$ cat config.mk
export PLATFORM = sky130hd
export DESIGN_NAME = autokey_xor_frame_codec
export DESIGN_NICKNAME = d
export VERILOG_FILES = /design/src/design/akx_pkg.sv /design/src/design/akx_core.sv /design/src/design/akx_burst.sv /design/src/design/autokey_xor_frame_codec.sv
export SDC_FILE = /design/constraint.sdc
export NUM_CORES = 1
export LEC_CHECK = 0
export ABC_AREA = 1
export BUFFER_PORTS_ARGS = -buffer_cell sky130_fd_sc_hd__clkbuf_2
export CAP_MARGIN = 20
export CORE_MARGIN = 3
export CORE_UTILIZATION = 41
export DETAILED_ROUTE_END_ITERATION = 8
export GPL_TIMING_DRIVEN = 1
export HOLD_SLACK_MARGIN = 0.02
export SLEW_MARGIN = 20
export SYNTH_ARGS = -nofsm -noshare
export SYNTH_HDL_FRONTEND = slang
export SYNTH_SLANG_ARGS = --single-unit
export TNS_END_PERCENT = 5
$ cat constraint.sdc
create_clock -name clk -period 2.78 [get_ports clk]
set_input_delay 0 -clock clk [delete_from_list [all_inputs] [get_ports clk]]
set_output_delay 0 -clock clk [all_outputs]
set_load 0.005 [all_outputs]
$ cat src/design/akx_pkg.sv
// shared types and constants for the autokey xor frame codec
package akx_pkg;

    localparam int MAX_PAYLOAD_DEFAULT = 8192;
    localparam int HDR_BYTES           = 4;
    localparam int LEN_W               = 14;
    localparam int BYTE_W              = 8;

    localparam logic       DIR_ENCRYPT       = 1'b0;
    localparam logic       DIR_DECRYPT       = 1'b1;
    localparam logic [7:0] INITIAL_KEY_RESET = 8'd171;

    // configuration register indexes
    localparam logic REG_DIRECTION   = 1'b0;
    localparam logic REG_INITIAL_KEY = 1'b1;

    typedef enum logic [1:0] {
        STATUS_DATA       = 2'd0,
        STATUS_OVER_LIMIT = 2'd1,
        STATUS_EMPTY      = 2'd2
    } status_t;

    // results caused by one input item: optional four header bytes, optional tail item
    typedef struct packed {
        logic              hdr_en;
        logic [LEN_W-1:0]  hdr_len;
        logic              hdr_empty;
        logic              tail_en;
        logic [BYTE_W-1:0] tail_byte;
        logic              tail_last;
        status_t           tail_status;
    } burst_t;

endpackage

$ cat src/design/akx_core.sv
// configuration registers, frame state and per-item codec logic
module akx_core #(
    parameter int MAX_PAYLOAD = akx_pkg::MAX_PAYLOAD_DEFAULT,
    parameter int CNT_W       = $clog2(MAX_PAYLOAD + 1)
) (
    input  logic                     clk,
    input  logic                     rst_n,
    input  logic                     cfg_write,
    input  logic                     cfg_index,
    input  logic [7:0]               cfg_data,
    input  logic                     accept,
    input  logic [7:0]               data_byte,
    input  logic                     frame_start,
    input  logic [akx_pkg::LEN_W-1:0] payload_length,
    output akx_pkg::burst_t          burst
);

    logic             direction_reg;
    logic [7:0]       initial_key_reg;
    logic [7:0]       key_reg, key_next;
    logic [2:0]       hidx_reg, hidx_next;
    logic [31:0]      gather_reg, gather_next;
    logic [CNT_W-1:0] left_reg, left_next;
    logic             disc_reg, disc_next;

    logic [31:0]      plen_ext;
    logic [31:0]      max_ext;
    logic             plen_over;
    logic [7:0]       eff_key;
    logic [2:0]       eff_hidx;
    logic [31:0]      eff_gather;
    logic [CNT_W-1:0] eff_left;
    logic [31:0]      gather_shift;
    logic             gather_over;
    logic [7:0]       xor_byte;
    logic [CNT_W-1:0] left_dec;
    logic             emit_last;

    assign plen_ext     = {{(32 - akx_pkg::LEN_W){1'b0}}, payload_length};
    assign max_ext      = 32'(MAX_PAYLOAD);
    assign plen_over    = plen_ext > max_ext;
    assign eff_key      = frame_start ? initial_key_reg : key_reg;
    assign eff_hidx     = frame_start ? 3'd0 : hidx_reg;
    assign eff_gather   = frame_start ? 32'd0 : gather_reg;
    assign eff_left     = frame_start ? plen_ext[CNT_W-1:0] : left_reg;
    assign gather_shift = {eff_gather[23:0], data_byte};
    assign gather_over  = gather_shift > max_ext;
    assign xor_byte     = data_byte ^ eff_key;
    assign left_dec     = eff_left - CNT_W'(1);
    assign emit_last    = (left_dec == '0);

    always_comb
    begin
        key_next    = key_reg;
        hidx_next   = hidx_reg;
        gather_next = gather_reg;
        left_next   = left_reg;
        disc_next   = disc_reg;
        burst       = '0;
        if (direction_reg == akx_pkg::DIR_ENCRYPT)
        begin
            if (frame_start)
            begin
                key_next  = initial_key_reg;
                hidx_next = 3'(akx_pkg::HDR_BYTES);
                if (plen_over)
                begin
                    left_next         = '0;
                    disc_next         = 1'b1;
                    burst.tail_en     = 1'b1;
                    burst.tail_last   = 1'b1;
                    burst.tail_status = akx_pkg::STATUS_OVER_LIMIT;
                end
                else
                begin
                    burst.hdr_en    = 1'b1;
                    burst.hdr_len   = payload_length;
                    burst.hdr_empty = (payload_length == '0);
                    if (payload_length == '0)
                    begin
                        left_next = '0;
                        disc_next = 1'b1;
                    end
                    else
                    begin
                        key_next          = xor_byte;
                        left_next         = left_dec;
                        disc_next         = emit_last;
                        burst.tail_en     = 1'b1;
                        burst.tail_byte   = xor_byte;
                        burst.tail_last   = emit_last;
                        burst.tail_status = akx_pkg::STATUS_DATA;
                    end
                end
            end
            else if (!disc_reg && left_reg != '0)
            begin
                key_next          = xor_byte;
                left_next         = left_dec;
                disc_next         = emit_last;
                burst.tail_en     = 1'b1;
                burst.tail_byte   = xor_byte;
                burst.tail_last   = emit_last;
                burst.tail_status = akx_pkg::STATUS_DATA;
            end
        end
        else
        begin
            key_next    = eff_key;
            hidx_next   = eff_hidx;
            gather_next = eff_gather;
            left_next   = frame_start ? '0 : left_reg;
            disc_next   = frame_start ? 1'b0 : disc_reg;
            if (!disc_next)
            begin
                if (eff_hidx < 3'(akx_pkg::HDR_BYTES))
                begin
                    gather_next = gather_shift;
                    hidx_next   = eff_hidx + 3'd1;
                    if (eff_hidx == 3'(akx_pkg::HDR_BYTES - 1))
                    begin
                        if (gather_over)
                        begin
                            disc_next         = 1'b1;
                            burst.tail_en     = 1'b1;
                            burst.tail_last   = 1'b1;
                            burst.tail_status = akx_pkg::STATUS_OVER_LIMIT;
                        end
                        else if (gather_shift == 32'd0)
                        begin
                            disc_next         = 1'b1;
                            burst.tail_en     = 1'b1;
                            burst.tail_last   = 1'b1;
                            burst.tail_status = akx_pkg::STATUS_EMPTY;
                        end
                        else
                        begin
                            left_next = gather_shift[CNT_W-1:0];
                        end
                    end
                end
                else if (left_reg == '0)
                begin
                    disc_next = 1'b1;
                end
                else
                begin
                    // ciphertext byte keys the next one
                    key_next          = data_byte;
                    left_next         = left_dec;
                    disc_next         = emit_last;
                    burst.tail_en     = 1'b1;
                    burst.tail_byte   = xor_byte;
                    burst.tail_last   = emit_last;
                    burst.tail_status = akx_pkg::STATUS_DATA;
                end
            end
        end
    end

    always_ff @(posedge clk or negedge rst_n)
    begin
        if (!rst_n)
        begin
            direction_reg   <= akx_pkg::DIR_DECRYPT;
            initial_key_reg <= akx_pkg::INITIAL_KEY_RESET;
            key_reg         <= akx_pkg::INITIAL_KEY_RESET;
            hidx_reg        <= 3'd0;
            gather_reg      <= 32'd0;
            left_reg        <= '0;
            disc_reg        <= 1'b1;
        end
        else
        begin
            if (cfg_write)
            begin
                if (cfg_index == akx_pkg::REG_DIRECTION)
                begin
                    direction_reg <= cfg_data[0];
                end
                else
                begin
                    initial_key_reg <= cfg_data;
                end
            end
            if (accept)
            begin
                key_reg    <= key_next;
                hidx_reg   <= hidx_next;
                gather_reg <= gather_next;
                left_reg   <= left_next;
                disc_reg   <= disc_next;
            end
        end
    end

endmodule

$ cat src/design/akx_burst.sv
// result sequencer: holds one item's results and hands them out one per transfer
module akx_burst (
    input  logic                 clk,
    input  logic                 rst_n,
    input  logic                 in_valid,
    output logic                 in_stall,
    output logic                 accept,
    input  akx_pkg::burst_t      burst,
    output logic                 out_valid,
    input  logic                 out_stall,
    output logic [7:0]           out_byte,
    output logic                 is_header,
    output logic                 last,
    output akx_pkg::status_t     status
);

    localparam logic [2:0] STEP_TAIL = 3'(akx_pkg::HDR_BYTES);

    akx_pkg::burst_t  b_reg, b_next;
    logic [2:0]       step_reg, step_next;
    logic             pend_reg, pend_next;
    logic             ov_reg, ov_next;
    logic [7:0]       obyte_reg, obyte_next;
    logic             ohdr_reg, ohdr_next;
    logic             olast_reg, olast_next;
    akx_pkg::status_t ost_reg, ost_next;

    logic             out_free;
    logic             is_tail;
    logic [1:0]       hdr_sel;
    logic [1:0]       shift_sel;
    logic [31:0]      hdr_word;
    logic [7:0]       hdr_byte;
    logic             hdr_fin;
    logic             final_item;

    assign out_free   = !ov_reg || !out_stall;
    assign is_tail    = (step_reg == STEP_TAIL);
    assign hdr_sel    = step_reg[1:0];
    assign shift_sel  = 2'd3 - hdr_sel;
    assign hdr_word   = {{(32 - akx_pkg::LEN_W){1'b0}}, b_reg.hdr_len};
    assign hdr_byte   = hdr_word[{shift_sel, 3'b000} +: 8];
    assign hdr_fin    = (hdr_sel == 2'd3);
    assign final_item = is_tail || (hdr_fin && !b_reg.tail_en);
    assign in_stall   = pend_reg && !(out_free && final_item);
    assign accept     = in_valid && !in_stall;

    always_comb
    begin
        b_next     = b_reg;
        step_next  = step_reg;
        pend_next  = pend_reg;
        ov_next    = ov_reg;
        obyte_next = obyte_reg;
        ohdr_next  = ohdr_reg;
        olast_next = olast_reg;
        ost_next   = ost_reg;
        if (out_free)
        begin
            ov_next = pend_reg;
            if (pend_reg)
            begin
                if (is_tail)
                begin
                    obyte_next = b_reg.tail_byte;
                    ohdr_next  = 1'b0;
                    olast_next = b_reg.tail_last;
                    ost_next   = b_reg.tail_status;
                end
                else
                begin
                    obyte_next = hdr_byte;
                    ohdr_next  = 1'b1;
                    olast_next = hdr_fin && b_reg.hdr_empty;
                    ost_next   = (hdr_fin && b_reg.hdr_empty) ? akx_pkg::STATUS_EMPTY
                                                              : akx_pkg::STATUS_DATA;
                end
                if (final_item)
                begin
                    pend_next = 1'b0;
                end
                else
                begin
                    step_next = hdr_fin ? STEP_TAIL : step_reg + 3'd1;
                end
            end
        end
        if (accept)
        begin
            b_next    = burst;
            step_next = burst.hdr_en ? 3'd0 : STEP_TAIL;
            pend_next = burst.hdr_en || burst.tail_en;
        end
    end

    always_ff @(posedge clk or negedge rst_n)
    begin
        if (!rst_n)
        begin
            step_reg <= STEP_TAIL;
            pend_reg <= 1'b0;
            ov_reg   <= 1'b0;
        end
        else
        begin
            step_reg <= step_next;
            pend_reg <= pend_next;
            ov_reg   <= ov_next;
        end
    end

    always_ff @(posedge clk)
    begin
        b_reg     <= b_next;
        obyte_reg <= obyte_next;
        ohdr_reg  <= ohdr_next;
        olast_reg <= olast_next;
        ost_reg   <= ost_next;
    end

    assign out_valid = ov_reg;
    assign out_byte  = obyte_reg;
    assign is_header = ohdr_reg;
    assign last      = olast_reg;
    assign status    = ost_reg;

    // no new item while results of the current one remain
    a_hold_input: assert property (@(posedge clk) disable iff (!rst_n)
        pend_reg && !final_item |-> in_stall)
        else $error("input taken while results still pending");

    a_header_step: assert property (@(posedge clk) disable iff (!rst_n)
        pend_reg && !is_tail |-> b_reg.hdr_en)
        else $error("header step without header in burst");

    a_hdr_status: assert property (@(posedge clk) disable iff (!rst_n)
        ov_reg && ohdr_reg && !olast_reg |-> ost_reg == akx_pkg::STATUS_DATA)
        else $error("non-final header byte carries a status");

    a_over_limit: assert property (@(posedge clk) disable iff (!rst_n)
        ov_reg && ost_reg == akx_pkg::STATUS_OVER_LIMIT |-> olast_reg && obyte_reg == 8'h00)
        else $error("over-limit result malformed");

    a_burst_taken: assert property (@(posedge clk) disable iff (!rst_n)
        accept && (burst.hdr_en || burst.tail_en) |=> pend_reg)
        else $error("burst with results lost");

endmodule

$ cat src/design/autokey_xor_frame_codec.sv
// top level of the autokey xor frame codec: length-prefixed framing with autokey xor
// results: an input transfer's results are held in the burst register, then presented from the output register
// throughput: one input transfer per cycle unless the output stalls; the input stalls
//   until an item's last result goes (encrypt start: four header bytes, first ciphertext)
// reset: direction decrypt, initial key 171, frame state discarding until a frame start
// no clearing pass; control flip-flops clear on rst_n, data registers load before use
module autokey_xor_frame_codec #(
    parameter int MAX_PAYLOAD = akx_pkg::MAX_PAYLOAD_DEFAULT
) (
    input  logic                      clk,
    input  logic                      rst_n,
    // configuration write port
    input  logic                      cfg_write,
    input  logic                      cfg_index,
    input  logic [7:0]                cfg_data,
    // input channel
    input  logic                      in_valid,
    output logic                      in_stall,
    input  logic [7:0]                data_byte,
    input  logic                      frame_start,
    input  logic [akx_pkg::LEN_W-1:0] payload_length,
    // result channel
    output logic                      out_valid,
    input  logic                      out_stall,
    output logic [7:0]                out_byte,
    output logic                      is_header,
    output logic                      last,
    output logic [1:0]                status
);

    // byte counter wide enough for the largest legal payload
    localparam int CNT_W = $clog2(MAX_PAYLOAD + 1);

    logic             accept;
    akx_pkg::burst_t  burst;
    akx_pkg::status_t status_int;

    // codec state advances on every input transfer and produces the burst of results
    akx_core #(
        .MAX_PAYLOAD (MAX_PAYLOAD),
        .CNT_W       (CNT_W)
    ) u_core (
        .clk            (clk),
        .rst_n          (rst_n),
        .cfg_write      (cfg_write),
        .cfg_index      (cfg_index),
        .cfg_data       (cfg_data),
        .accept         (accept),
        .data_byte      (data_byte),
        .frame_start    (frame_start),
        .payload_length (payload_length),
        .burst          (burst)
    );

    // burst register plus output register; a single-result item leaves as the next is taken
    // so the input keeps taking a byte per cycle while the output is not stalled
    akx_burst u_burst (
        .clk       (clk),
        .rst_n     (rst_n),
        .in_valid  (in_valid),
        .in_stall  (in_stall),
        .accept    (accept),
        .burst     (burst),
        .out_valid (out_valid),
        .out_stall (out_stall),
        .out_byte  (out_byte),
        .is_header (is_header),
        .last      (last),
        .status    (status_int)
    );

    assign status = status_int;

endmodule

==> summary.md <==
| Metric | Value |
|---|---|
| Largest stage delay, worst path | `0.41 ns` |
| IO Port Bufs | `50` |
| Core area | `between 10,000 and 15,000 um2` |
| Critical path arrival | `2.65 ns` |
| Setup TNS | `0 ns` |
| Via count | `5,522` |
| Via-to-Cell Ratio | `between 5 and 6` |
| Critical path class | `flip-flop to flip-flop` |
| # IOs | `51` |
| CTS root buf | `clkbuf_16` |
| Adder-cell share of the synthesized area | `0.0103` |
| Syn Nets | `between 800 and 900` |
| Total CTS buffers | `9` |
| Top_reg_cell synth | `dfrtp_1` |
| Critical Path Start Type | `flip-flop` |
| Mapped cell area | `6070 um2` |
| Routed WL | `around 16,000 um` |
| Post-synthesis sequential area ratio | `0.459` |
| Site Rows | `43` |
| FF+latch count, synth | `103` |
| Antenna Cells | `0` |
| Synth Area in Simple Gates | `0.302` |
| Worst-Margin Slew | `0.923 ns` |
| Most frequent cells in the layout | `nand2_1, nor2_1, inv_1, o21ai_0` |
| Clock Power Share | `0.197` |
| Fin crit period | `2.35 ns` |
| Mux cell area share after synthesis | `0.0229` |
| HP Class | `input pin to flip-flop` |
| Post-route ant nets | `0` |
| Slew Limit Fails | `0` |
| Worst path slowest cell | `dfrtp_1` |
| Max-cap viol count | `0` |
| Area growth from synthesis to layout | `17.0%` |
| H-tree Lvls | `3` |
| Die height | `around 130 um` |
| Grt ovf | `0` |
| Comb pwr share | `0.404` |
| Largest register FFs | `27` |
| Yosys cell types | `41` |
| Main combinational cell family by area after synthesis | `simple AND/OR/NAND/NOR gates` |
| Syn_area_per_cell | `7.41 um2` |
| First-pass GRT wire length | `26,400 um` |
| TritonCTS clock tree | `yes` |
| Data required time at the worst endpoint | `between 3 and 4 ns` |
| Int Pwr | `3.79 mW` |
| Final number of setup-violating endpoints | `0` |
| Part of the cycle the worst path needs | `0.846` |
| Global-route usage over all layers | `0.205` |
| Die W | `between 100 and 150 um` |
| Initial Util | `0.428` |
| Largest net degree at the start of global routing | `50` |
| Reg power frac | `0.399` |
| Post-synth ARST share | `0.621` |
| Final hold viol count | `0` |
| Share of layout cells above drive strength 1 | `0.135` |
| Pwr dens | `910 nW/um2` |
| Sw frac | `0.413` |
| Post-Synthesis Cells | `820` |
| Die footprint | `16,300 um2` |
| Design Area, Final | `7100 um2` |
| Sink Count | `slightly above 100` |
| Psw | `2.67 mW` |
| Max Clock Freq | `0.425 GHz` |
| # DRC | `0` |
| Clk Latency, worst-skew pair | `roughly 0.36 ns` |
| Endpoint type of the worst setup path | `flip-flop` |
| Routability congestion estimate | `slightly below 0.9` |
| Initial drt markers | `400` |
| Post-synth EDFFs | `39` |
| Number of global-route vias before repair | `5,186` |
| Status | `complete, no violations` |
| Most common cell after layout, fill and taps aside | `nand2_1` |
| Initial antenna violation count | `0` |
| Final HPWL DP | `11,800 um` |
| Post-DR wirelength/cell | `15.1 um` |
| VDD IR max | `between 500 and 600 uV` |
| Critical path, cell by cell | `inv_1 -> ha_1 -> nand2_1 -> o211ai_2 -> nand3_1 -> clkinvlp_4 -> o21ai_2 -> o21ai_2 -> clkinv_1 -> a31oi_1 -> nand3_1 -> nand2_1` |
| RSZ-0062 raised after global routing | `false` |
| Clock skew | `0.00599 ns` |
| Reg clk slew, reported paths | `0.08 ns` |
| Number of nets in the layout | `935` |
| CP max FO | `10` |
| Compound-cell area share of the yosys netlist | `0.116` |
| Dpl cell area | `6530 um2` |
| Final core area utilization | `0.500` |
| Largest buffer count on any clock path | `2` |
| Leak | `3.39 nW` |
| Iteration count of the initial detailed-routing pass | `6` |
| Post-synthesis xor/xnor area fraction | `0.0144` |
| Rel. slew slack | `0.383` |
| YS warnings | `0` |
-- layout make-up --
cell class	instances	area, um2
clock buffer	9	225
sequential	103	2790
clock inverter	7	73.8
multi-input combinational	599	2830
inverter	89	338
timing repair buffer	91	626
tap	180	225
fill	1390	7100
-- synthesized netlist by cell type (all sizes together), types with 2 or more instances --
library cell  count  area, um2
dfstp            13        342
a32o              2       20.0
mux2              7       78.8
nand3            52        265
xor2              9       78.8
o21ai            83        423
dfrtp            51       1280
o211ai            9       72.6
buf               9       48.8
nor3              5       25.0
clkbuf           20       75.1
or2               2       12.5
nand2           240        903
a21oi            19       95.1
nand4            13       87.6
inv              88        330
o22ai             3       18.8
a31oi             3       18.8
nor4              2       12.5
nor2            129        517
ha                5       62.6
o21bai            5       37.5
mux2i             6       60.1
edfxtp           39       1170
-- worst max-delay path, delay by kind of cell, from the launching register on --
family          cells  cell delay (ns)
buf+inv             3             0.60
simple gates        4             0.58
fa+ha+maj           1             0.15
flops               1             0.41
compound gates      4             0.57
-- metal layers --
layer / routed length, um / GRT usage / vias up / part of all wire
li1: - / - / 2820 / -
met1: 7770 / 0.292 / 2516 / 0.48
met2: 7210 / 0.310 / 156 / 0.44
met3: 832 / 0.0417 / 30 / 0.051
met4: 426 / 0.0774 / 0 / 0.026
met5: 0 / 0 / - / 0
-- timing repair --
item / 4_1_cts / 5_1_grt
endpoints found under the setup margin: 0 / 0
hold buffers: 27 / 0
buffers inserted: 0 / 0
hold endpoints to repair: 51 / 0
gates resized for setup: 0 / 0
-- cells by family (layout without fill, tap and decap cells) --
logic type	count (synthesis)	after routing
simple gates	445	445
compound gates	126	126
buf+inv	118	196
flops	103	103
mux	13	13
xor+xnor	10	10
fa+ha+maj	5	5
-- power by group through the flow --
stage	clock [mW]	combinational (mW)	sequential, mW
2_1_floorplan	0	1.89	2.53
3_3_place_gp	0	2.56	2.60
3_5_place_dp	0	2.57	2.60
4_1_cts	1.31	2.61	2.58
5_1_grt	1.35	3.00	2.65
6_report	1.28	2.61	2.58
-- stage by stage --
step	power [mW]	cells	setup WS, ns	hold WS, ns
finish	6.47	1078	0.429	0.0395
global route	7.00	1078	0.229	0.0550
CTS	6.50	1078	0.459	0.0227
detailed placement	5.18	1035	0.483	0.111
global placement	5.16	1035	0.521	0.116
floorplan	4.41	820	0.0501	-0.296
-- worst paths after layout --
path	to	cells after the start	start	slack (ns)
setup / recovery	u_core.key_reg[3]	12	u_burst.step_reg[0]	0.43
hold / removal	u_burst.b_reg[14]	3	payload_length[1]	0.04
setup reg to reg	u_core.key_reg[3]	12	u_burst.step_reg[0]	0.43
hold reg to reg	u_core.key_reg[0]	2	u_core.key_reg[0]	0.48
max in group asynchronous	u_core.initial_key_reg[5]	3	rst_n	1.74
min in group asynchronous	u_core.gather_reg[17]	2	rst_n	0.24
Power figures use the tool's default switching activity.
